<file path="src/rbai_pkg.sv">
// ----------------------------------------------------------------------------
// rbai_pkg: shared types and arithmetic helpers
// Holds the register indexes, the request and response records of the
// shared divide and square-root unit, and the rounding and saturation
// functions of the attitude integrator.
// ----------------------------------------------------------------------------
package rbai_pkg;

  // Configuration register indexes.
  localparam logic CFG_INERTIA = 1'b0;
  localparam logic CFG_STATIC  = 1'b1;

  // Request to the shared divide / square-root unit.
  typedef struct packed {
    logic        start;
    logic        is_sqrt;
    logic [63:0] num;       // bits still to be shifted in, most significant first
    logic [31:0] rem_init;  // partial remainder at start
    logic [31:0] den;       // divisor (unused for square root)
    logic [5:0]  steps;     // number of result bits to produce
  } dsu_req_t;

  typedef struct packed {
    logic        done;
    logic [47:0] result;
  } dsu_rsp_t;

  // One term of the quaternion derivative: which attitude component is
  // multiplied with the rate, and whether the term is subtracted.
  typedef struct packed {
    logic [1:0] qsel;
    logic       neg;
  } quat_term_t;

  // Right shift by 16 (sel17 low) or 17 (sel17 high), rounding to nearest
  // with ties away from zero.
  function automatic logic signed [65:0] rnd_shr(input logic signed [65:0] v,
                                                 input logic sel17);
    logic [65:0] mag;
    logic [65:0] m;
    mag = v[65] ? 66'(-v) : 66'(v);
    if (sel17) begin
      m = (mag + 66'h1_0000) >> 17;
    end else begin
      m = (mag + 66'h8000) >> 16;
    end
    return v[65] ? -signed'(m) : signed'(m);
  endfunction

  // Saturate a wide signed value to the 32-bit signed range.
  function automatic logic signed [31:0] sat32(input logic signed [65:0] v);
    logic signed [31:0] r;
    if (v > 66'sd2147483647) begin
      r = 32'sh7fff_ffff;
    end else if (v < -66'sd2147483648) begin
      r = 32'sh8000_0000;
    end else begin
      r = v[31:0];
    end
    return r;
  endfunction

  // Terms of 0.5 * (0, w) * q, component c and rate axis k.
  function automatic quat_term_t quat_term(input logic [1:0] c, input logic [1:0] k);
    quat_term_t t;
    case ({c, k})
      4'b00_00: t = '{qsel: 2'd1, neg: 1'b1};
      4'b00_01: t = '{qsel: 2'd2, neg: 1'b1};
      4'b00_10: t = '{qsel: 2'd3, neg: 1'b1};
      4'b01_00: t = '{qsel: 2'd0, neg: 1'b0};
      4'b01_01: t = '{qsel: 2'd3, neg: 1'b0};
      4'b01_10: t = '{qsel: 2'd2, neg: 1'b1};
      4'b10_00: t = '{qsel: 2'd3, neg: 1'b1};
      4'b10_01: t = '{qsel: 2'd0, neg: 1'b0};
      4'b10_10: t = '{qsel: 2'd1, neg: 1'b0};
      4'b11_00: t = '{qsel: 2'd2, neg: 1'b0};
      4'b11_01: t = '{qsel: 2'd1, neg: 1'b1};
      4'b11_10: t = '{qsel: 2'd0, neg: 1'b0};
      default:  t = '{qsel: 2'd0, neg: 1'b0};
    endcase
    return t;
  endfunction

endpackage

</file>
<file path="src/rbai_divsqrt.sv">
// ----------------------------------------------------------------------------
// rbai_divsqrt: shared restoring divider and square root
// Produces one quotient bit or one root bit per cycle with a single
// compare-and-subtract stage.
// ----------------------------------------------------------------------------
module rbai_divsqrt (
  input  logic              clk_i,
  input  logic              rst_ni,
  input  rbai_pkg::dsu_req_t req_i,
  output rbai_pkg::dsu_rsp_t rsp_o
);
  import rbai_pkg::*;

  logic        busy_q;
  logic        done_q;
  logic        sqrt_q;
  logic [5:0]  cnt_q;
  logic [33:0] rem_q;
  logic [63:0] nsh_q;
  logic [47:0] quo_q;
  logic [31:0] den_q;

  logic [33:0] trial;
  logic [33:0] dv;
  logic        ge;

  always_comb begin
    if (sqrt_q) begin
      trial = {rem_q[31:0], nsh_q[63:62]};
      dv    = {quo_q[31:0], 2'b01};
    end else begin
      trial = {rem_q[32:0], nsh_q[63]};
      dv    = {2'b00, den_q};
    end
    ge = (trial >= dv);
  end

  assign rsp_o.done   = done_q;
  assign rsp_o.result = quo_q;

  always_ff @(posedge clk_i or negedge rst_ni) begin
    if (!rst_ni) begin
      busy_q <= 1'b0;
      done_q <= 1'b0;
      cnt_q  <= '0;
    end else begin
      done_q <= 1'b0;
      if (req_i.start) begin
        busy_q <= 1'b1;
        cnt_q  <= req_i.steps;
      end else if (busy_q) begin
        cnt_q <= cnt_q - 6'd1;
        if (cnt_q == 6'd1) begin
          busy_q <= 1'b0;
          done_q <= 1'b1;
        end
      end
    end
  end

  always_ff @(posedge clk_i) begin
    if (req_i.start) begin
      sqrt_q <= req_i.is_sqrt;
      rem_q  <= {2'b00, req_i.rem_init};
      nsh_q  <= req_i.num;
      quo_q  <= '0;
      den_q  <= req_i.den;
    end else if (busy_q) begin
      rem_q <= ge ? (trial - dv) : trial;
      quo_q <= {quo_q[46:0], ge};
      nsh_q <= sqrt_q ? {nsh_q[61:0], 2'b00} : {nsh_q[62:0], 1'b0};
    end
  end

endmodule

</file>
<file path="config.mk">
export PLATFORM = sky130hd
export DESIGN_NAME = rbai_divsqrt
export DESIGN_NICKNAME = d
export VERILOG_FILES = /design/src/rbai_pkg.sv /design/src/rbai_divsqrt.sv
export SDC_FILE = /design/constraint.sdc
export NUM_CORES = 1
export LEC_CHECK = 0
export BUFFER_PORTS_ARGS = -buffer_cell sky130_fd_sc_hd__buf_2
export CAP_MARGIN = 15
export CORE_UTILIZATION = 51
export CTS_CLUSTER_SIZE = 24
export DETAILED_ROUTE_END_ITERATION = 10
export PLACE_DENSITY = 0.77
export SYNTH_ARGS = -nofsm -noshare
export SYNTH_HDL_FRONTEND = slang
export SYNTH_SLANG_ARGS = --single-unit
export TNS_END_PERCENT = 1
</file>
<file path="constraint.sdc">
create_clock -name clk_i -period 3.7 [get_ports clk_i]
set_input_delay 0.37 -clock clk_i [delete_from_list [all_inputs] [get_ports clk_i]]
set_output_delay 0.37 -clock clk_i [all_outputs]
set_load 0.01 [all_outputs]
</file>
# [Yosys cells after proc, flatten, opt, wreduce, memory -nomap -nowiden]
# Cells that the tools add are included.
[op_classes] addsub=2 n_lt_le_gt_ge=1 eq_ne=1 muxes=16 n_reduce_logical=1
[op_table] op="two-way mux 64 bit" count=3
[op_table] op="two-way mux 34 bit" count=2
[op_table] op="two-way mux 32 bit" count=2
[op_table] op="greater-or-equal comparator 34 bit" count=1
[op_table] op="two-way mux 33 bit" count=1
[op_table] op="subtractor 33 bit" count=1
[op_table] op="two-way mux 6 bit" count=2
[op_table] op="== test 6 x 1 -> 1 bit, second input constant" count=1
[op_table] op="two-way mux 1 bit" count=6
[op_table] op="subtractor 6 x 1 -> 6 bit, second input constant" count=1
[op_table] op="nonzero test 2 bit" count=1
[totals] ff_bits=186 inputBits=138 out_inout_bits=49 elab_cells=30

# [Depth between registers and ports, before layout]
# Gate-level depths: netlist of the first run.
[logic_depth] word_depth=5 ltp_mapped=16 mapped_depth_nobuf=11

# [Worst setup path before layout of the first run]
# OpenSTA, ideal clock, no wires.
[synth_path] kind="register to register" startpoint="register sqrt_q" endpoint="register rem_q[32]" setup_time_ns=0.088 arrival_ns=3.956 t_required_ns=3.612 path_slack_ns=-0.344 path_stages_with_launch=15 n_path_buf=4 synth_period_minus_slack_ns=4.044 path_cell_list="edfxtp_1 -> clkbuf_1 -> buf_2 -> clkbuf_1 -> buf_1 -> mux2i_1 -> ha_1 -> a21oi_2 -> nor2b_1 -> or4_4 -> a2111oi_4 -> nor3_2 -> o31a_1 -> or3_1 -> a311oi_2"
[synth_between] elab_chain_cells=3 elab_cells_between_ends=5 cone_classes="add/sub: 1; order compare: 1; mux: 3"
[synth_lines] item="start: declaration" line_no="rbai_divsqrt.sv:16" text="logic sqrt_q;"
[synth_lines] item="start signal: assignment" line_no="rbai_divsqrt.sv:63" text="sqrt_q <= req_i.is_sqrt;"
[synth_lines] item="two-way mux 34 bit" line_no="rbai_divsqrt.sv:28" text="if (sqrt_q) begin"
[synth_lines] item="subtractor 33 bit / greater-or-equal comparator 34 bit (equally long branches)" line_no="rbai_divsqrt.sv:69, rbai_divsqrt.sv:35"
[synth_lines] item="two-way mux 33 bit *" line_no="rbai_divsqrt.sv:69" text="rem_q <= ge ? (trial - dv) : trial;"
[synth_lines] item="end signal: assignment" line_no="rbai_divsqrt.sv:64" text="rem_q <= {2'b00, req_i.rem_init};"
[synth_lines] item="end signal: assignment" line_no="rbai_divsqrt.sv:69"
[synth_lines] item="end: declaration" line_no="rbai_divsqrt.sv:18" text="logic [33:0] rem_q;"
# Mark *: on every way between the ends. The rest lies on a longest branch, timed or not.
# A chain may end at the register's enable or synchronous reset.

# [Final worst setup path of the first run]
# Same ends and word-level chain as after synthesis.

==> summary.md, run 1 <==
| Metric | Value |
|---|---|
| First-pass GRT wire length | about 41 mm |
| Top Ports | approximately 190 |
| # clock sinks | roughly 190 |
| Yosys Warn Count | 0 |
| CTS Buf Count | 17 |
| Number of distinct library cells after synthesis | 71 |
| WL per Instance | approximately 17 µm |
| R2r endpoint | rem_q[32]$_SDFFE_PP0P_ |
| Core region area | roughly 20000 µm² |
| Final Hold Viols | 0 |
| CTS tree | yes |
| PwrDens | ~720 nW/µm² |
| Peak supply drop | 0.0005188 V |
| Number of global-route vias before repair | just over 8000 |
| I/O Buffers | ~190 |
| GRT Overall Usage | between 20% and 30% |
| Multi-input logic area | ~5400 µm² |
| Clock skew | approximately 0.019 ns |
| RePlAce Congestion | between 0.9 and 1 |
| Register area | 5056 µm² |
| Vias | ~8500 |
| Critical path class | reg2reg |
| Fmax | roughly 280 MHz |
| Rows | 52 |
| Mean Syn Cell Area | 10.28 µm² |
| Root Driver | clkbuf_16 |
| Final setup fails | 0 |
| Worst Path Max Fanout | 8 |
| Layout area overhead | 21.07% |
| Vias per std cell | approximately 5.6 |
| Chip width | approximately 150 µm |
| WHS Endpoint | den_q[3]$_DFFE_PP_ |
| Nets | 1406 |
| Max-cap violations | 0 |
| Initial drt markers | 603 |
| Cell count of the worst reg-to-reg path | 14 |
| Hold slack | 0.1015 ns |
| Clk_lat worst skew | roughly 0.44 ns |
| Required time worst endpoint | 4.04 ns |
| Clk pin slew, worst setup/hold paths | 0.08 ns |
| 1st-pass router iterations | 5 |
| Syn nets | ~1200 |
| CP arrival | just under 4 ns |
| Clock Path Buffers | 2 |
| Worst slew margin | 47.99% |
| Reg-to-reg slack, setup | roughly 0.072 ns |
| Die area | ~22000 µm² |
| FF+latch count, synth | 186 |
| Placed cells | ~1500 |
| Routed wire length | approximately 26 mm |
| DRT antenna net count | 0 |
| Run status | completed |
| Largest net degree at the start of global routing | about 130 |
| Die Y | between 100 and 150 µm |
| Filler cells | roughly 1700 |
| Worst r2r src | sqrt_q$_DFFE_PP_ |
| HP Class | in2reg |
| Period utilisation layout | ~98% |
| Pre-CTS setup slack | ~0.028 ns |
| Number of synthesized flops with an enable pin | 129 |
| Ys flop type | edfxtp_1 |
| Worst Tran Pin Value | 0.7790 ns |
| Share of flip-flops with an asynchronous set or reset | approximately 4.3% |
| Post-route setup slack | around 0.072 ns |
| Hold path depth | 1 |
| Post-route minimum period | between 3 and 4 ns |
| Gr ovfl total | 0 |
| Antenna violations before repair | 3 |
| Final Slew Violations | 0 |
| H-tree depth | 4 |
| Seq/Total Area, Yosys | a little under half |
| Synthesized area | about 11000 µm² |
| CP Launch Type | flop |
| Worst Setup End Kind | flop |
| Share of layout cells above drive strength 1 | a little over a quarter |
| Initial Util | between 50 and 60% |
| Residual DRC | 0 |
| Hold Startpoint | req_i[9] |
| Cell count after synthesis | slightly above 1000 |
| Leakage | just under 6 nW |
| Post-route insts no fill | between 1500 and 2000 |
| Detailed Place HPWL | 17.72 mm |
synthesized netlist by cell type (all sizes together), types with 15 or more instances:
cell type  number  area [µm²]
mux2i         154        1541
nand2         139       521.8
edfxtp        129        3874
o21ai          99       499.2
nor2           96       360.4
a21oi          50       254.0
dfxtp          49       980.9
clkbuf         37       138.9
ha             36       450.4
mux2           34       382.9
buf            28       135.1
xnor2          18       157.7
a31oi          15       93.84
report_power, final:
part           internal (mW)  switching [mW]
Combinational           2.06            2.55
Sequential              2.66           0.188
Clock                   1.00           0.827
Total                   5.72            3.56
flip-flops by register name, indices dropped and copies added (netlist names):
signal,count
rem_q,33
sqrt_q,1
done_q,1
cnt_q,6
nsh_q,64
den_q,32
busy_q,1
quo_q,48
per-layer routing:
metal | vias up | track usage (%) | wire length [µm] | share of wire [%]
met5 | - | 0 | 0 | 0
met4 | 0 | 6.979 | 542 | 2.1
met1 | 4019 | 30.37 | 11420 | 44
li1 | 4184 | - | - | -
met2 | 280 | 40.95 | 12770 | 49
met3 | 45 | 4.658 | 1281 | 4.9
critical path, stage by stage, from the launching register on:
cell,delay [ns]
edfxtp_1,0.37
buf_4,0.18
buf_6,0.13
clkbuf_16,0.16
mux2i_2,0.22
ha_2,0.24
fa_2,0.23
nor2b_2,0.06
o2111ai_2,0.29
a21oi_2,0.14
a2111oi_4,0.51
nor3_2,0.09
o31a_1,0.28
or3_1,0.37
a311oi_2,0.26
worst max path at each step:
| stage | slack [ns] | startpoint | endpoint | cells after the start |
|---|---|---|---|---|
| after floorplan | 0.03 | sqrt_q$_DFFE_PP_ | rem_q[32]$_SDFFE_PP0P_ | 14 |
| after global placement | 0.1 | sqrt_q$_DFFE_PP_ | rem_q[24]$_DFFE_PP_ | 12 |
| after detailed placement | 0.03 | sqrt_q$_DFFE_PP_ | rem_q[16]$_DFFE_PP_ | 13 |
| after CTS | 0.006 | sqrt_q$_DFFE_PP_ | rem_q[16]$_DFFE_PP_ | 13 |
| after global routing | -0.0005 | sqrt_q$_DFFE_PP_ | rem_q[32]$_SDFFE_PP0P_ | 14 |
| final | 0.07 | sqrt_q$_DFFE_PP_ | rem_q[32]$_SDFFE_PP0P_ | 14 |
timing repair:
action                     CTS  global route
gates resized for setup      0            32
hold buffers                 1             0
hold endpoints to repair     8             0
buffers inserted             0            13
setup endpoints to repair    0            33
metrics by stage:
| step | setup TNS, ns | utilization (%) | area [µm²] | power, mW |
|---|---|---|---|---|
| 6_report | 0 | 63.50 | 12930 | 9.284 |
| 5_1_grt | -0.0004827 | 63.50 | 12930 | 9.836 |
| 4_1_cts | 0 | 61.96 | 12620 | 8.985 |
| 3_5_place_dp | 0 | 59.10 | 12040 | 7.117 |
| 3_3_place_gp | 0 | 59.10 | 12040 | 7.057 |
| 2_1_floorplan | 0 | - | 10690 | 5.949 |
cell usage in the layout (no fill, tap or decap), types with 5 or more instances in the layout:
cell,n
nand3_1,11
nand2_1,139
ha_2,6
xor2_1,11
a21o_1,11
o21bai_1,6
a2bb2oi_1,5
o21ai_1,14
dfxtp_1,49
buf_4,38
nor3_1,7
inv_1,12
nor2_1,96
a21oi_1,46
xnor2_1,18
clkbuf_16,19
and3_1,5
mux2i_1,152
dfrtp_1,7
o21ai_0,83
mux2_2,32
ha_1,28
edfxtp_1,129
buf_12,8
a31oi_1,14
buf_2,185
cell type report:
class | count | area share [%]
sequential | 186 | 39.10
tap | 270 | 2.612
timing repair buffer | 238 | 11.42
inverter | 14 | 0.4160
antenna | 3 | 0.05805
multi-input combinational | 774 | 41.98
clock buffer | 18 | 3.319
clock inverter | 13 | 1.103
logic make-up (layout without fill, tap and decap cells):
logic type / count (synthesis) / count (layout) / share of synthesized area (%)
AND/OR/NAND/NOR: 296 / 296 / 11.98
XOR/XNOR: 29 / 29 / 2.378
other: 0 / 3 / 0
multiplexers: 188 / 188 / 18.02
buffers and inverters: 79 / 283 / 3.057
AO/OA/AOI/OAI: 224 / 224 / 12.84
flip-flops: 186 / 186 / 47.32
adder cells (fa/ha/maj): 37 / 37 / 4.404
(Power assumes the default switching activity.)
==> run 2, diff against run 1 <==
- BUFFER_PORTS_ARGS: -buffer_cell sky130_fd_sc_hd__buf_2 -> not set
- CORE_UTILIZATION: 51 -> 58
- DONT_BUFFER_PORTS: not set -> 1
- PLACE_DENSITY: 0.77 -> 0.76
==> run 2 against run 1 <==
Against the previous run:
- clock skew down 0.0097 ns
- fmax rose by 0.11%
- first-iteration DRC count decreased by 2.0%
- cell count shrank 16%
- clock power is 9% higher
- setup slack improved by 0.0040 ns
- core utilization up 3.1 points
- highest routed layer unchanged
- sequential share of layout area increased by 3.1 points
- combinational power down 0.9%
- non-clock buffer count down 192
==> summary.md, run 2 (synthesis gave the netlist of run 1 again) <==
| Metric | Value |
|---|---|
| Final setup fails | 0 |
| Clock skew | roughly 0.009 ns |
| Clock Path Buffers | 2 |
| Clk_lat worst skew | 0.44 ns |
| 1st-pass router iterations | 6 |
| First-pass GRT wire length | approximately 36 mm |
| CP arrival | 3.81 ns |
| WHS Endpoint | den_q[6]$_DFFE_PP_ |
| Rows | 49 |
| Initial drt markers | 591 |
| Top Ports | between 150 and 200 |
| Nets | 1214 |
| Final Power | approximately 9.4 mW |
| Multi-input logic area | between 5000 and 6000 µm² |
| # clock sinks | roughly 190 |
| Fmax | ~280 MHz |
| WL per Instance | between 15 and 20 µm |
| Register area | between 5000 and 6000 µm² |
| H-tree depth | 4 |
| Final Slew Violations | 0 |
| Leakage | a little over 5 nW |
| Clk pin slew, worst setup/hold paths | 0.07 ns |
| Detailed Place HPWL | 15.98 mm |
| Final Hold Viols | 0 |
| Die area | about 19000 µm² |
| Layout area overhead | 12.31% |
| Worst r2r src | sqrt_q$_DFFE_PP_ |
| Filler cells | between 1000 and 1500 |
| Commonest non-fill, non-tap cell in the layout | mux2i_1 |
| Worst Path Max Fanout | 8 |
| Worst Setup End Kind | flop |
| Die Y | about 140 µm |
| Pre-CTS setup slack | -0.001252 ns |
| Post-route minimum period | approximately 3.6 ns |
| CTS tree | yes |
| CTS Buf Count | 17 |
| Cell count of the worst reg-to-reg path | 13 |
| Root Driver | clkbuf_16 |
| Vias per std cell | approximately 6 |
| RePlAce Congestion | a little over 0.9 |
| Worst slew margin | between 30% and 40% |
| Largest register FFs | 64 |
| Crit-path cells | buf_12, clkbuf_16, or2_2, ha_1, fa_2, nor2b_2, o2111ai_2, a21oi_2, a2111oi_4, o31ai_2, a21boi_0, nor4b_1, nor3b_1 |
| Required time worst endpoint | 3.88 ns |
| Regs by FF count | nsh_q x64, quo_q x48, rem_q x33 |
| Slowest-stage cell, CP | edfxtp_1 |
| Worst Tran Pin Value | approximately 0.94 ns |
| GRT Overall Usage | roughly a quarter |
| Post-route setup slack | about 0.076 ns |
| CP Launch Type | flop |
| Period utilisation layout | about 98% |
| Hold Startpoint | req_i[12] |
| Initial Util | 59.26% |
| Largest net degree at the start of global routing | 248 |
| Most flops, register | nsh_q |
| Run status | completed |
| I/O Buffers | 0 |
| Antenna cells | 0 |
| Max-cap violations | 0 |
| Antenna violations before repair | 0 |
| Largest stage delay, worst path | ~0.47 ns |
| Chip width | 137.7 µm |
| Routed wire length | 24.61 mm |
| Vias | 7752 |
| Commonest non-fill, non-tap cells in the layout | 151 x mux2i_1, 138 x nand2_1, 129 x edfxtp_1 |
| HP Class | in2reg |
| DRT antenna net count | 0 |
| Residual DRC | 0 |
| Reg-to-reg slack, setup | 0.08 ns |
| R2r endpoint | rem_q[24]$_DFFE_PP_ |
| PwrDens | roughly 790 nW/µm² |
| Share of layout cells above drive strength 1 | approximately 14% |
| Hold path depth | 0 |
| Critical path class | reg2reg |
| Core region area | around 18000 µm² |
| Number of global-route vias before repair | between 7000 and 8000 |
| Peak supply drop | 0.0004410 V |
| Gr ovfl total | 0 |
run 2: how the worst max path moves through the flow:
stage                                   to              from  cells after the start
global route           rem_q[24]$_DFFE_PP_  sqrt_q$_DFFE_PP_                     13
finish                 rem_q[24]$_DFFE_PP_  sqrt_q$_DFFE_PP_                     13
floorplan           rem_q[32]$_SDFFE_PP0P_  sqrt_q$_DFFE_PP_                     14
global placement       rem_q[24]$_DFFE_PP_  sqrt_q$_DFFE_PP_                     12
CTS                    rem_q[24]$_DFFE_PP_  sqrt_q$_DFFE_PP_                     12
detailed placement      rem_q[8]$_DFFE_PP_  sqrt_q$_DFFE_PP_                     12
run 2: layer usage:
layer,up-vias,GRT usage [%],share of wire (%)
met5,-,0,0
met4,0,5.556,1.2
met3,34,5.740,5.2
met2,214,42.02,48
met1,3709,32.59,45
li1,3795,-,-
run 2: cell type report:
| cell class | instances | share of cell area, % |
|---|---|---|
| multi-input cells | 774 | 45.38 |
| inverters | 14 | 0.4485 |
| repair buffers | 46 | 4.287 |
| flip-flops and latches | 186 | 42.17 |
| clock inverters | 15 | 1.783 |
| clock buffers | 17 | 3.546 |
| well taps | 229 | 2.388 |
run 2: metrics by stage:
stage	cells	instance area, µm²	util (%)	hold WS (ns)	setup TNS, ns
CTS	1263	11610	64.40	0.004404	0
detailed placement	1230	10950	60.76	0.07461	-0.001252
global placement	1230	10950	60.76	0.07456	0
global route	1281	12000	66.56	0.003502	-0.1631
finish	1281	12000	66.56	0.02069	0
floorplan	1039	10690	-	0.07441	0
run 2: power breakdown:
group	internal [mW]	switching (mW)	total (mW)
logic	2.07	2.50	4.57
clock network	1.15	0.849	2.00
registers	2.66	0.194	2.85
run 2: what timing repair did:
item,4_1_cts,5_1_grt
pin swaps,0,8
hold endpoints to repair,8,2
setup buffers,0,12
gates resized for setup,2,34
endpoints found under the setup margin,1,25
hold buffers,1,2
gates cloned,0,4
run 2: critical path, delay by kind of cell (launching register included):
| kind | cells | cell delay [ns] |
|---|---|---|
| AO/OA/AOI/OAI | 5 | 1.08 |
| adder cells (fa/ha/maj) | 2 | 0.58 |
| buffers and inverters | 2 | 0.35 |
| flip-flops | 1 | 0.47 |
| AND/OR/NAND/NOR | 4 | 0.89 |
